`config.mk`:
```
export PLATFORM = sky130hd
export DESIGN_NAME = substring_search_unit
export DESIGN_NICKNAME = d
export VERILOG_FILES = /design/src/rtl/core/ssu_pkg.sv /design/src/rtl/core/ssu_csr.sv /design/src/rtl/core/ssu_match.sv /design/src/rtl/core/substring_search_unit.sv
export SDC_FILE = /design/constraint.sdc
export NUM_CORES = 1
export LEC_CHECK = 0
export BUFFER_PORTS_ARGS = -buffer_cell sky130_fd_sc_hd__buf_2
export CORE_MARGIN = 10
export CORE_UTILIZATION = 50
export DETAILED_ROUTE_END_ITERATION = 16
export PLACE_DENSITY = 0.79
export SLEW_MARGIN = 20
export SYNTH_ARGS = -nofsm -noshare
export SYNTH_HDL_FRONTEND = slang
export SYNTH_SLANG_ARGS = --single-unit
```
`constraint.sdc`:
```
create_clock -name clock -period 10.6 [get_ports clock]
set_clock_uncertainty 0.1 [all_clocks]
set_input_delay 1.06 -clock clock [delete_from_list [all_inputs] [get_ports clock]]
set_output_delay 1.06 -clock clock [all_outputs]
set_load 0.02 [all_outputs]
```
`src/rtl/core/ssu_pkg.sv`:
```
package ssu_pkg;

   // Sizes of the search window and the byte counter
   localparam int PATTERN_MAX = 16;
   localparam int COUNT_BITS  = 32;
   localparam int LEN_BITS    = $clog2(PATTERN_MAX + 1);
   localparam int IDX_BITS    = $clog2(PATTERN_MAX);
   localparam int CSR_BITS    = 64;
   localparam int CSR_IDX_BITS = 2;

   // Register indexes of the control port
   localparam logic [CSR_IDX_BITS-1:0] CSR_PATTERN_LOW    = 2'd0;
   localparam logic [CSR_IDX_BITS-1:0] CSR_PATTERN_HIGH   = 2'd1;
   localparam logic [CSR_IDX_BITS-1:0] CSR_PATTERN_LENGTH = 2'd2;

   localparam logic [COUNT_BITS-1:0] COUNT_MAX = '1;

   typedef logic [PATTERN_MAX-1:0][7:0] window_type;

   // Pattern as seen by the compare logic, length already clamped
   typedef struct packed {
      window_type           bytes;
      logic [LEN_BITS-1:0]  length;
   } pattern_type;

endpackage

```
`src/rtl/core/ssu_csr.sv`:
```
module ssu_csr (
   input  logic                                 clock,
   input  logic                                 reset,
   input  logic                                 csr_write_enable,
   input  logic [ssu_pkg::CSR_IDX_BITS-1:0]     csr_index,
   input  logic [ssu_pkg::CSR_BITS-1:0]         csr_write_data,
   output ssu_pkg::pattern_type                 pattern
);

   logic [ssu_pkg::CSR_BITS-1:0]  pattern_low_ff;
   logic [ssu_pkg::CSR_BITS-1:0]  pattern_high_ff;
   logic [ssu_pkg::LEN_BITS-1:0]  pattern_length_ff;

   // Register writes, unknown indexes are dropped
   always_ff @(posedge clock) begin
      if (reset) begin
         pattern_low_ff    <= '0;
         pattern_high_ff   <= '0;
         pattern_length_ff <= '0;
      end else if (csr_write_enable) begin
         case (csr_index)
            ssu_pkg::CSR_PATTERN_LOW:    pattern_low_ff    <= csr_write_data;
            ssu_pkg::CSR_PATTERN_HIGH:   pattern_high_ff   <= csr_write_data;
            ssu_pkg::CSR_PATTERN_LENGTH:
               pattern_length_ff <= csr_write_data[ssu_pkg::LEN_BITS-1:0];
            default: ;
         endcase
      end
   end

   // Byte k of the pattern sits in bits 8k+7..8k of {high, low}
   always_comb begin
      pattern.bytes = {pattern_high_ff, pattern_low_ff};
      if (pattern_length_ff > ssu_pkg::LEN_BITS'(ssu_pkg::PATTERN_MAX)) begin
         pattern.length = ssu_pkg::LEN_BITS'(ssu_pkg::PATTERN_MAX);
      end else begin
         pattern.length = pattern_length_ff;
      end
   end

endmodule

```
`src/rtl/core/ssu_match.sv`:
```
module ssu_match (
   input  ssu_pkg::window_type   window,
   input  ssu_pkg::pattern_type  pattern,
   output logic                  match
);

   logic [ssu_pkg::PATTERN_MAX-1:0] byte_ok;

   // Pattern byte k lines up with window entry length-1-k (newest at 0)
   always_comb begin
      logic [ssu_pkg::LEN_BITS-1:0] idx;
      for (int k = 0; k < ssu_pkg::PATTERN_MAX; k++) begin
         idx = pattern.length - ssu_pkg::LEN_BITS'(k + 1);
         if (ssu_pkg::LEN_BITS'(k) < pattern.length) begin
            byte_ok[k] = (window[idx[ssu_pkg::IDX_BITS-1:0]] == pattern.bytes[k]);
         end else begin
            byte_ok[k] = 1'b1;
         end
      end
      match = &byte_ok;
   end

endmodule

```
`src/rtl/core/substring_search_unit.sv`:
```
// Streaming substring search.
// Program the pattern over the csr_ port while idle: register 0 holds pattern
// bytes 0..7, register 1 bytes 8..15, register 2 the length (0 = empty,
// above 16 counts as 16). Text bytes arrive one per request on the req_
// channel; req_end_of_text closes a text, req_byte_valid low marks a request
// without a byte (a bare end marker if req_end_of_text is set). Each text gives
// exactly one response on rsp_: the start position of the first match as soon
// as it completes, or found low at the end of the text. An empty pattern
// answers position 0 on the first request. Throughput is one request per
// cycle while no response is held: the request register and the response
// register are each one stage, and the window compare sits between them.
// When rsp_ready is low with a response pending, the response is held and
// the request stage stalls once it is full, which drops req_ready. Reset
// clears the pattern registers, the window, the byte count and both stages.
module substring_search_unit (
   input  logic                                clock,
   input  logic                                reset,
   input  logic                                req_valid,
   output logic                                req_ready,
   input  logic [7:0]                          req_text_byte,
   input  logic                                req_byte_valid,
   input  logic                                req_end_of_text,
   output logic                                rsp_valid,
   input  logic                                rsp_ready,
   output logic                                rsp_found,
   output logic [31:0]                         rsp_position,
   input  logic                                csr_write_enable,
   input  logic [ssu_pkg::CSR_IDX_BITS-1:0]    csr_index,
   input  logic [ssu_pkg::CSR_BITS-1:0]        csr_write_data
);

   ssu_pkg::pattern_type pattern;

   logic        s1_valid_ff;
   logic [7:0]  s1_byte_ff;
   logic        s1_byte_valid_ff;
   logic        s1_last_ff;

   ssu_pkg::window_type               window_ff;
   ssu_pkg::window_type               window_in;
   logic [ssu_pkg::COUNT_BITS-1:0]    seen_ff;
   logic [ssu_pkg::COUNT_BITS-1:0]    seen_in;
   logic                              answered_ff;
   logic                              answered_in;

   logic                              rsp_valid_ff;
   logic                              rsp_found_ff;
   logic [ssu_pkg::COUNT_BITS-1:0]    rsp_position_ff;
   logic                              rsp_found_in;
   logic [ssu_pkg::COUNT_BITS-1:0]    rsp_position_in;

   logic advance;
   logic s1_fire;
   logic match;
   logic hit;
   logic empty_pat;
   logic has_res;

   ssu_csr u_csr (
      .clock            (clock),
      .reset            (reset),
      .csr_write_enable (csr_write_enable),
      .csr_index        (csr_index),
      .csr_write_data   (csr_write_data),
      .pattern          (pattern)
   );

   // Handshake: the request stage moves whenever the response slot frees
   assign advance   = !rsp_valid_ff || rsp_ready;
   assign s1_fire   = s1_valid_ff && advance;
   assign req_ready = !s1_valid_ff || advance;

   // Request register
   always_ff @(posedge clock) begin
      if (reset) begin
         s1_valid_ff <= 1'b0;
      end else if (req_ready) begin
         s1_valid_ff <= req_valid;
      end
   end

   always_ff @(posedge clock) begin
      if (req_ready && req_valid) begin
         s1_byte_ff       <= req_text_byte;
         s1_byte_valid_ff <= req_byte_valid;
         s1_last_ff       <= req_end_of_text;
      end
   end

   // Window shift and saturating byte count
   always_comb begin
      window_in = window_ff;
      seen_in   = seen_ff;
      if (s1_byte_valid_ff) begin
         window_in = {window_ff[ssu_pkg::PATTERN_MAX-2:0], s1_byte_ff};
         if (seen_ff != ssu_pkg::COUNT_MAX) begin
            seen_in = seen_ff + 1'b1;
         end
      end
   end

   ssu_match u_match (
      .window  (window_in),
      .pattern (pattern),
      .match   (match)
   );

   // Response decision
   assign empty_pat = (pattern.length == '0);
   assign hit = s1_byte_valid_ff && match
              && (seen_in >= ssu_pkg::COUNT_BITS'(pattern.length));
   assign has_res = !answered_ff && (empty_pat || hit || s1_last_ff);

   always_comb begin
      rsp_found_in    = empty_pat || hit;
      rsp_position_in = '0;
      if (!empty_pat && hit) begin
         rsp_position_in = seen_in - ssu_pkg::COUNT_BITS'(pattern.length);
      end
      answered_in = answered_ff || has_res;
   end

   // Per-text state, cleared after the end of a text
   always_ff @(posedge clock) begin
      if (reset) begin
         window_ff   <= '0;
         seen_ff     <= '0;
         answered_ff <= 1'b0;
      end else if (s1_fire) begin
         if (s1_last_ff) begin
            window_ff   <= '0;
            seen_ff     <= '0;
            answered_ff <= 1'b0;
         end else begin
            window_ff   <= window_in;
            seen_ff     <= seen_in;
            answered_ff <= answered_in;
         end
      end
   end

   // Response register
   always_ff @(posedge clock) begin
      if (reset) begin
         rsp_valid_ff <= 1'b0;
      end else if (advance) begin
         rsp_valid_ff <= s1_valid_ff && has_res;
      end
   end

   always_ff @(posedge clock) begin
      if (s1_fire && has_res) begin
         rsp_found_ff    <= rsp_found_in;
         rsp_position_ff <= rsp_position_in;
      end
   end

   assign rsp_valid    = rsp_valid_ff;
   assign rsp_found    = rsp_found_ff;
   assign rsp_position = rsp_position_ff;

   // Checks
   a_notfound_zero: assert property (@(posedge clock) disable iff (reset)
      rsp_valid_ff && !rsp_found_ff |-> rsp_position_ff == '0)
      else $error("not-found response carries a nonzero position");

   a_answer_sticks: assert property (@(posedge clock) disable iff (reset)
      s1_fire && has_res && !s1_last_ff |=> answered_ff)
      else $error("answer flag not set after a response");

   a_text_clears: assert property (@(posedge clock) disable iff (reset)
      s1_fire && s1_last_ff |=> seen_ff == '0 && !answered_ff)
      else $error("text state not cleared at end of text");

   a_hit_in_range: assert property (@(posedge clock) disable iff (reset)
      s1_fire && hit |-> seen_in >= ssu_pkg::COUNT_BITS'(pattern.length))
      else $error("match reported before enough bytes were seen");

endmodule

```
==> results of run 1 <==
synthesized netlist by cell type (6+ instances only):
cell type	instances	share of area, %
buf_2	71	1.4
nand3b_1	7	0.21
xor2_1	48	1.7
nor3_1	273	5.5
and3_1	55	1.4
nor2_1	299	4.5
o21ai_0	46	0.93
buf_1	26	0.39
dfxtp_1	296	24
edfxtp_1	43	5.2
mux4_2	39	3.6
o22ai_1	72	1.8
a211oi_1	21	0.64
ha_1	11	0.56
nor3b_1	6	0.18
and2_1	17	0.43
a221oi_1	19	0.67
o31a_1	6	0.21
nand2b_1	10	0.25
buf_6	9	0.41
inv_1	10	0.15
o211ai_1	6	0.18
nor2b_1	10	0.25
mux2i_1	198	8.0
xnor2_1	90	3.2
o22a_1	7	0.25
nor4_1	32	0.81
nand4_1	31	0.78
a22oi_1	151	4.6
and4_1	8	0.28
clkbuf_1	147	2.2
a222oi_1	24	0.97
a2111oi_0	7	0.25
nand3_1	75	1.5
buf_4	17	0.52
or3_1	26	0.66
or2_2	6	0.15
o32ai_1	33	1.2
a22o_1	61	2.2
a21oi_1	275	5.6
a31oi_1	14	0.35
mux2_2	45	2.0
nand2_1	368	5.6
logic make-up (layout without fill, tap and decap cells):
group	Yosys count	in the layout	share of synthesized area, %
AND/OR/NAND/NOR	1254	1254	23.79
AO/OA/AOI/OAI	813	813	22.43
flip-flops	339	339	29.19
buffers and inverters	287	253	5.254
multiplexers	284	284	13.72
XOR/XNOR	138	138	4.889
adder cells (fa/ha/maj)	14	14	0.7187
flip-flops by register name (all words and copies together), names as in the netlist:
name                     flops
answered_ff                  1
rsp_found                    1
rsp_position                32
rsp_valid                    1
s1_byte_ff                   8
s1_byte_valid_ff             1
s1_last_ff                   1
s1_valid_ff                  1
seen_ff                     32
u_csr.pattern_high_ff       64
u_csr.pattern_length_ff      5
u_csr.pattern_low_ff        64
window_ff                  128
area by class of cell:
| type | count | area [µm²] |
|---|---|---|
| Clock buffer | 61 | 1160 |
| Clock inverter | 11 | 128.9 |
| Fill cell | 4559 | 22280 |
| Inverter | 16 | 60.06 |
| Multi-Input combinational cell | 2503 | 16310 |
| Sequential cell | 339 | 7217 |
| Tap cell | 664 | 830.8 |
| Timing Repair Buffer | 165 | 970.9 |
critical path, stage by stage, from the launching register on:
cell	delay [ns]
dfxtp_1	0.62
nand2b_1	0.57
ha_4	0.54
buf_4	0.72
mux2i_1	0.28
o32ai_1	0.11
a211oi_1	0.86
a22oi_1	0.18
a21oi_1	0.23
o22ai_1	0.09
nor4_1	0.82
o2111a_1	0.32
o2111a_2	0.28
nand4_2	0.67
nor3b_1	0.44
power breakdown:
| part | switching [mW] | leakage (nW) | internal [mW] |
|---|---|---|---|
| registers | 0.0229 | 2.81 | 1.33 |
| logic | 0.417 | 6.68 | 0.206 |
| clock network | 0.584 | 0.634 | 0.806 |
through the flow:
| stage | std cells | hold WS, ns | worst slack [ns] | power (mW) |
|---|---|---|---|---|
| CTS | 3757 | 0.3655 | 3.685 | 3.346 |
| floorplan | 3129 | 0.3415 | 3.050 | 1.789 |
| finish | 3759 | 0.3643 | 3.519 | 3.364 |
| global route | 3759 | 0.3837 | 3.186 | 3.456 |
| global placement | 3684 | 0.3515 | 3.995 | 1.968 |
| detailed placement | 3685 | 0.3580 | 3.744 | 1.972 |
cell usage in the layout (no fill, tap or decap), types with 26 or more instances in the layout:
master	n
xnor2_1	90
nand4_1	31
dfxtp_1	296
nor4_1	31
mux4_2	39
nand3_1	75
o22ai_1	72
a22oi_1	151
o32ai_1	33
nand2_1	367
mux2i_1	197
and3_1	55
nor2_1	297
o21ai_0	46
buf_4	47
or3_1	26
buf_2	115
clkbuf_16	40
edfxtp_1	43
a22o_1	61
a21oi_1	274
nor3_1	271
mux2_2	45
xor2_1	48
worst paths after layout:
path                              to  slack, ns  depth (start not counted)
max                 rsp_position[31]       3.52                         14
min          u_csr.pattern_low_ff[2]       0.36                          2
max reg2reg         rsp_position[31]       3.52                         14
min reg2reg  u_csr.pattern_low_ff[2]       0.36                          2
routing by layer:
layer  vias up  wire length [µm]  GRT usage, %
met2      1632             38950         43.25
met4         8              5189         15.63
met5         -               176        0.5872
met1     12000             34040         35.96
met3       343             12160         10.01
li1      11590                 -             -
==> results.ini, run 1 <==
[outcome]
status=finished, final reports clean

[clocking]
clockBufferDepth=3
htree_levels=2
clk_latency_ns=0.59
cts.sinks=339
hold_buffers=0
cts_resized=0
cts_setup_buffers=0
clkTransAtPathRegs_ns=0.06
cts_inserted_buffers=40
clockRootBuffer=clkbuf_16
cts_tree=yes

[worst_setup_path]
startpoint=u_csr.pattern_length_ff[1]
crit-reg2reg-launch=u_csr.pattern_length_ff[1]
required_ns=10.87
endpoint_kind=register
crit_fanout=42
path_class=reg -> reg
cp_data_arrival_time_ns=7.35
cp-start-kind=register

[global_routing]
grt_overflow=0
grt_pass1_vias=22670
grt_util_all_layers_pct=28.93
grt_max_degree=181
grt_pass1_wl_mm=136.7
grt_antenna_before_repair=3

[finish]
n_antenna_cell=0
fin_util_pct=54.49
design_area_mm2=0.02667
syn_to_final_growth_pct=7.896
nets=3158
drive_gt1_share_pct=11.83

[sta]
tns_ns=0
max_freq_ghz=0.1412
rsz0062_at_grt=no
period_needed_ns=7.081
fin_crit_sh_pct=66.80
slew_violations=0
slew_headroom_pct=15.37
hold_viol_final=0
worst_slew_pin_slew_ns=1.269
setup_violations=0

[floorplanning]
ios=116
initial_core_util_pct=50.50
dieWidth_um=242.4
core_mm2=0.04895
die-area_mm2=0.05874
rows=81
die_h_um=242.4

[placed_design]
numPortBuffers=115
dpl.hpwl_mm=64.01
gp_congestion=1.096
dpl-instance-area_mm2=0.02537

[logic_synthesis]
synth_edf_count=43
seq_area_frac_synth_pct=29.19
synth-main-ff-cell=dfxtp_1
yosys_warnings=0
synth-seq-cells=339
synth_area_mm2=0.02472
synthCells=3129
postSynth.asyncResetShare_pct=0
synth_nets=3222
avgSynthCellArea_um2=7.901
synth.distinct_cells=93

[detailed_routing]
ant_nets=0
drcViolationCount=0
first_pass_iters=11
routed_wl_mm=90.51
vias=25570
drt-initial-drc-count=4459
wl_per_cell_um=24.08
routed_via_density=6.803

[power_and_ir_drop]
cellPowerDensity_mw_per_mm2=126.1
vdd_drop_max_v=0.0001236
power.leakage_nw=10.12

[hold_path]
min_from=u_csr.pattern_low_ff[2]
hp-class=reg -> reg

[job]
drv_cap=0

No activity file was read; power rests on OpenSTA's default activity.
==> run 2, diff against run 1 <==
ABC_AREA = 1   (was not set)
PLACE_DENSITY = 0.82   (was 0.79)
clock period = 5.91 ns   (was 10.6 ns; I/O delays follow)
==> run 2 against run 1 <==
Via count rose by 12%. Synthesized cell count rose by 28%. First-iteration DRC count is 6.0% lower. Combinational power rose to 2.7 times the previous value.
==> results.ini, run 2 <==
[floorplanning]
initial_core_util_pct=50.59
die-area_mm2=0.05750
die_h_um=239.8
dieWidth_um=239.8
ios=116
rows=80
core_mm2=0.04775

[finish]
nets=4088
regMostFlops=window_ff
largest_reg_flops=128
reg.largest.list=window_ff x128, u_csr.pattern_high_ff x64, u_csr.pattern_low_ff x64
drive_gt1_share_pct=7.150
syn_to_final_growth_pct=9.946
fin_util_pct=55.62
layout_commonest_cell=nand2_1
fill_cells=4829
final_cell_mix=nand2_1 (1193), nand3_1 (1055), nor2_1 (355), dfxtp_1 (296), inv_1 (194)

[sta]
tns_ns=0
worst_slew_pin_slew_ns=1.085
setup_violations=0
fin_crit_sh_pct=87.96
hold_viol_final=0
period_needed_ns=5.198
slew_headroom_pct=27.58
slew_violations=0
rsz0062_at_grt=no
max_freq_ghz=0.1924

[worst_setup_path]
crit-reg2reg-launch=seen_ff[0]
timing.reg2reg.setup_slack_ns=0.71
crit_fanout=33
cp_data_arrival_time_ns=5.38
required_ns=6.09
cp-start-kind=register
endpoint_kind=register
rr_endpoint=rsp_position[3]
r2r_cells=26
path_class=reg -> reg

[clocking]
cts_inserted_buffers=41
hold_buffers=0
clkTransAtPathRegs_ns=0.06
cts.sinks=339
clk_latency_ns=0.61
clockBufferDepth=3
cts_resized=0
clockRootBuffer=clkbuf_16
htree_levels=2
cts_setup_buffers=0
cts_tree=yes

[global_routing]
grt_overflow=0
grt_util_all_layers_pct=36.23
grt_max_degree=172
grt_pass1_wl_mm=156.8
grt_pass1_vias=25100
grt_antenna_before_repair=1

[logic_synthesis]
yosys_warnings=0
postSynth.asyncResetShare_pct=0
seq_area_frac_synth_pct=29.88
synth_area_mm2=0.02415
synthCells=4012
synth-seq-cells=339
synthTopCellsByCount=nand2_1 (1194), nand3_1 (1057), nor2_1 (357), dfxtp_1 (296), inv_1 (196)
synth_nets=4105
yosysMostFrequentCell=nand2_1
yosysTopAreaCellShare_pct=24.53
synth-main-ff-cell=dfxtp_1
yosys-top-cells-area=dfxtp_1 (25%), nand3_1 (22%), nand2_1 (19%)
synth.distinct_cells=46
avgSynthCellArea_um2=6.021
synth_edf_count=43
synth_top_area_cell=dfxtp_1

[detailed_routing]
drt-initial-drc-count=4190
routed_wl_mm=108.1
wl_per_cell_um=23.27
vias=28640
ant_nets=0
first_pass_iters=9
routed_via_density=6.163
drcViolationCount=0

[job]
drv_cap=0

[power_and_ir_drop]
p_int_mw=4.537
swShare_pct=34.43
power_mw=6.920
switchingPower_mw=2.383
seqPwrFrac_pct=35.3
combPwrFrac_pct=24.0
power.leakage_nw=12.12
vdd_drop_max_v=0.0002872
cellPowerDensity_mw_per_mm2=260.6
p_clk_share_pct=40.7

[placed_design]
numPortBuffers=115
gp_congestion=1.154
dpl.hpwl_mm=82.27

[hold_path]
min_from=req_text_byte[1]
hold_path_depth=1
hp-class=in -> reg
min_to=s1_byte_ff[1]

[outcome]
status=finished, final reports clean

run 2: changes by cell type in the layout (fill, tap and decap cells not counted), moves of 58 or more:
cell / before / now
a21oi_1: 274 / 149
a22o_1: 61 / 0
inv_1: 10 / 194
mux2i_1: 197 / 0
nand2_1: 367 / 1193
nand3_1: 75 / 1055
nor2_1: 297 / 355
nor3_1: 271 / 21
o21ai_0: 46 / 159
o22ai_1: 72 / 0
xnor2_1: 90 / 8
run 2: how the worst max path moves through the flow:
stage	slack, ns	endpoint	start
floorplan	1.58	rsp_found	seen_ff[0]
global placement	0.89	rsp_position[28]	seen_ff[0]
detailed placement	0.94	rsp_position[31]	seen_ff[0]
CTS	0.89	rsp_position[3]	seen_ff[0]
global route	0.38	rsp_position[3]	seen_ff[0]
finish	0.71	rsp_position[3]	seen_ff[0]
run 2: worst max-delay path: stages, from the launching register on:
cell	delay [ns]
dfxtp_1	0.44
ha_1	0.23
nand2_1	0.08
nor2_1	0.26
nand2_1	0.16
nor2_1	0.17
or3b_2	0.46
nand2_1	0.15
nor2_1	0.08
xnor2_1	0.14
inv_1	0.17
ha_1	0.54
inv_1	0.15
nor2_1	0.17
nand2_1	0.10
inv_1	0.06
nand2_1	0.04
nand2_1	0.10
nor2_2	0.09
nand3_1	0.25
nand2_1	0.11
nor2_2	0.15
nand2_1	0.18
nand3_1	0.12
nand2_1	0.09
inv_1	0.10
buf_12	0.20
run 2: power by group through the flow:
stage	Sequential, mW	Combinational (mW)	Clock (mW)
after floorplan	2.48	1.04	0
after global placement	2.49	1.59	0
after detailed placement	2.49	1.59	0
after CTS	2.44	1.60	2.82
after global routing	2.45	1.77	2.91
final	2.44	1.66	2.81
run 2: logic make-up after synthesis:
logic type	share of synthesized area (%)
buffers and inverters	7.345
AO/OA/AOI/OAI	10.89
multiplexers	0.04662
AND/OR/NAND/NOR	49.11
adder cells (fa/ha/maj)	0.6527
flip-flops	29.88
XOR/XNOR	2.077
run 2: layer usage:
layer	GRT usage [%]	part of all wire (%)	up-vias
met5	0	0.012	-
met3	8.482	11	350
met4	26.01	8.2	2
li1	-	-	13520
met1	44.32	38	13130
met2	55.12	43	1631
run 2: layout make-up:
cell class                 instances  area, µm²  area share, %
multi-input combinational       3235      15210          57.29
clock inverter                    16      269.0          1.013
tap                              615      769.5          2.898
clock buffer                      60       1207          4.547
timing repair buffer             172       1094          4.118
antenna                            3      7.507        0.02827
inverter                         206      778.2          2.931
sequential                       339       7217          27.18
run 2: stage by stage:
stage          cells  area (µm²)  setup slack, ns  hold slack, ns
2_1_floorplan   4012       24150            1.579          0.3374
3_3_place_gp    4567       25070           0.8879          0.3526
3_5_place_dp    4567       25070           0.9354          0.3565
4_1_cts         4643       26550           0.8876         0.05097
5_1_grt         4643       26550           0.3821         0.06294
6_report        4646       26560           0.7117         0.06499
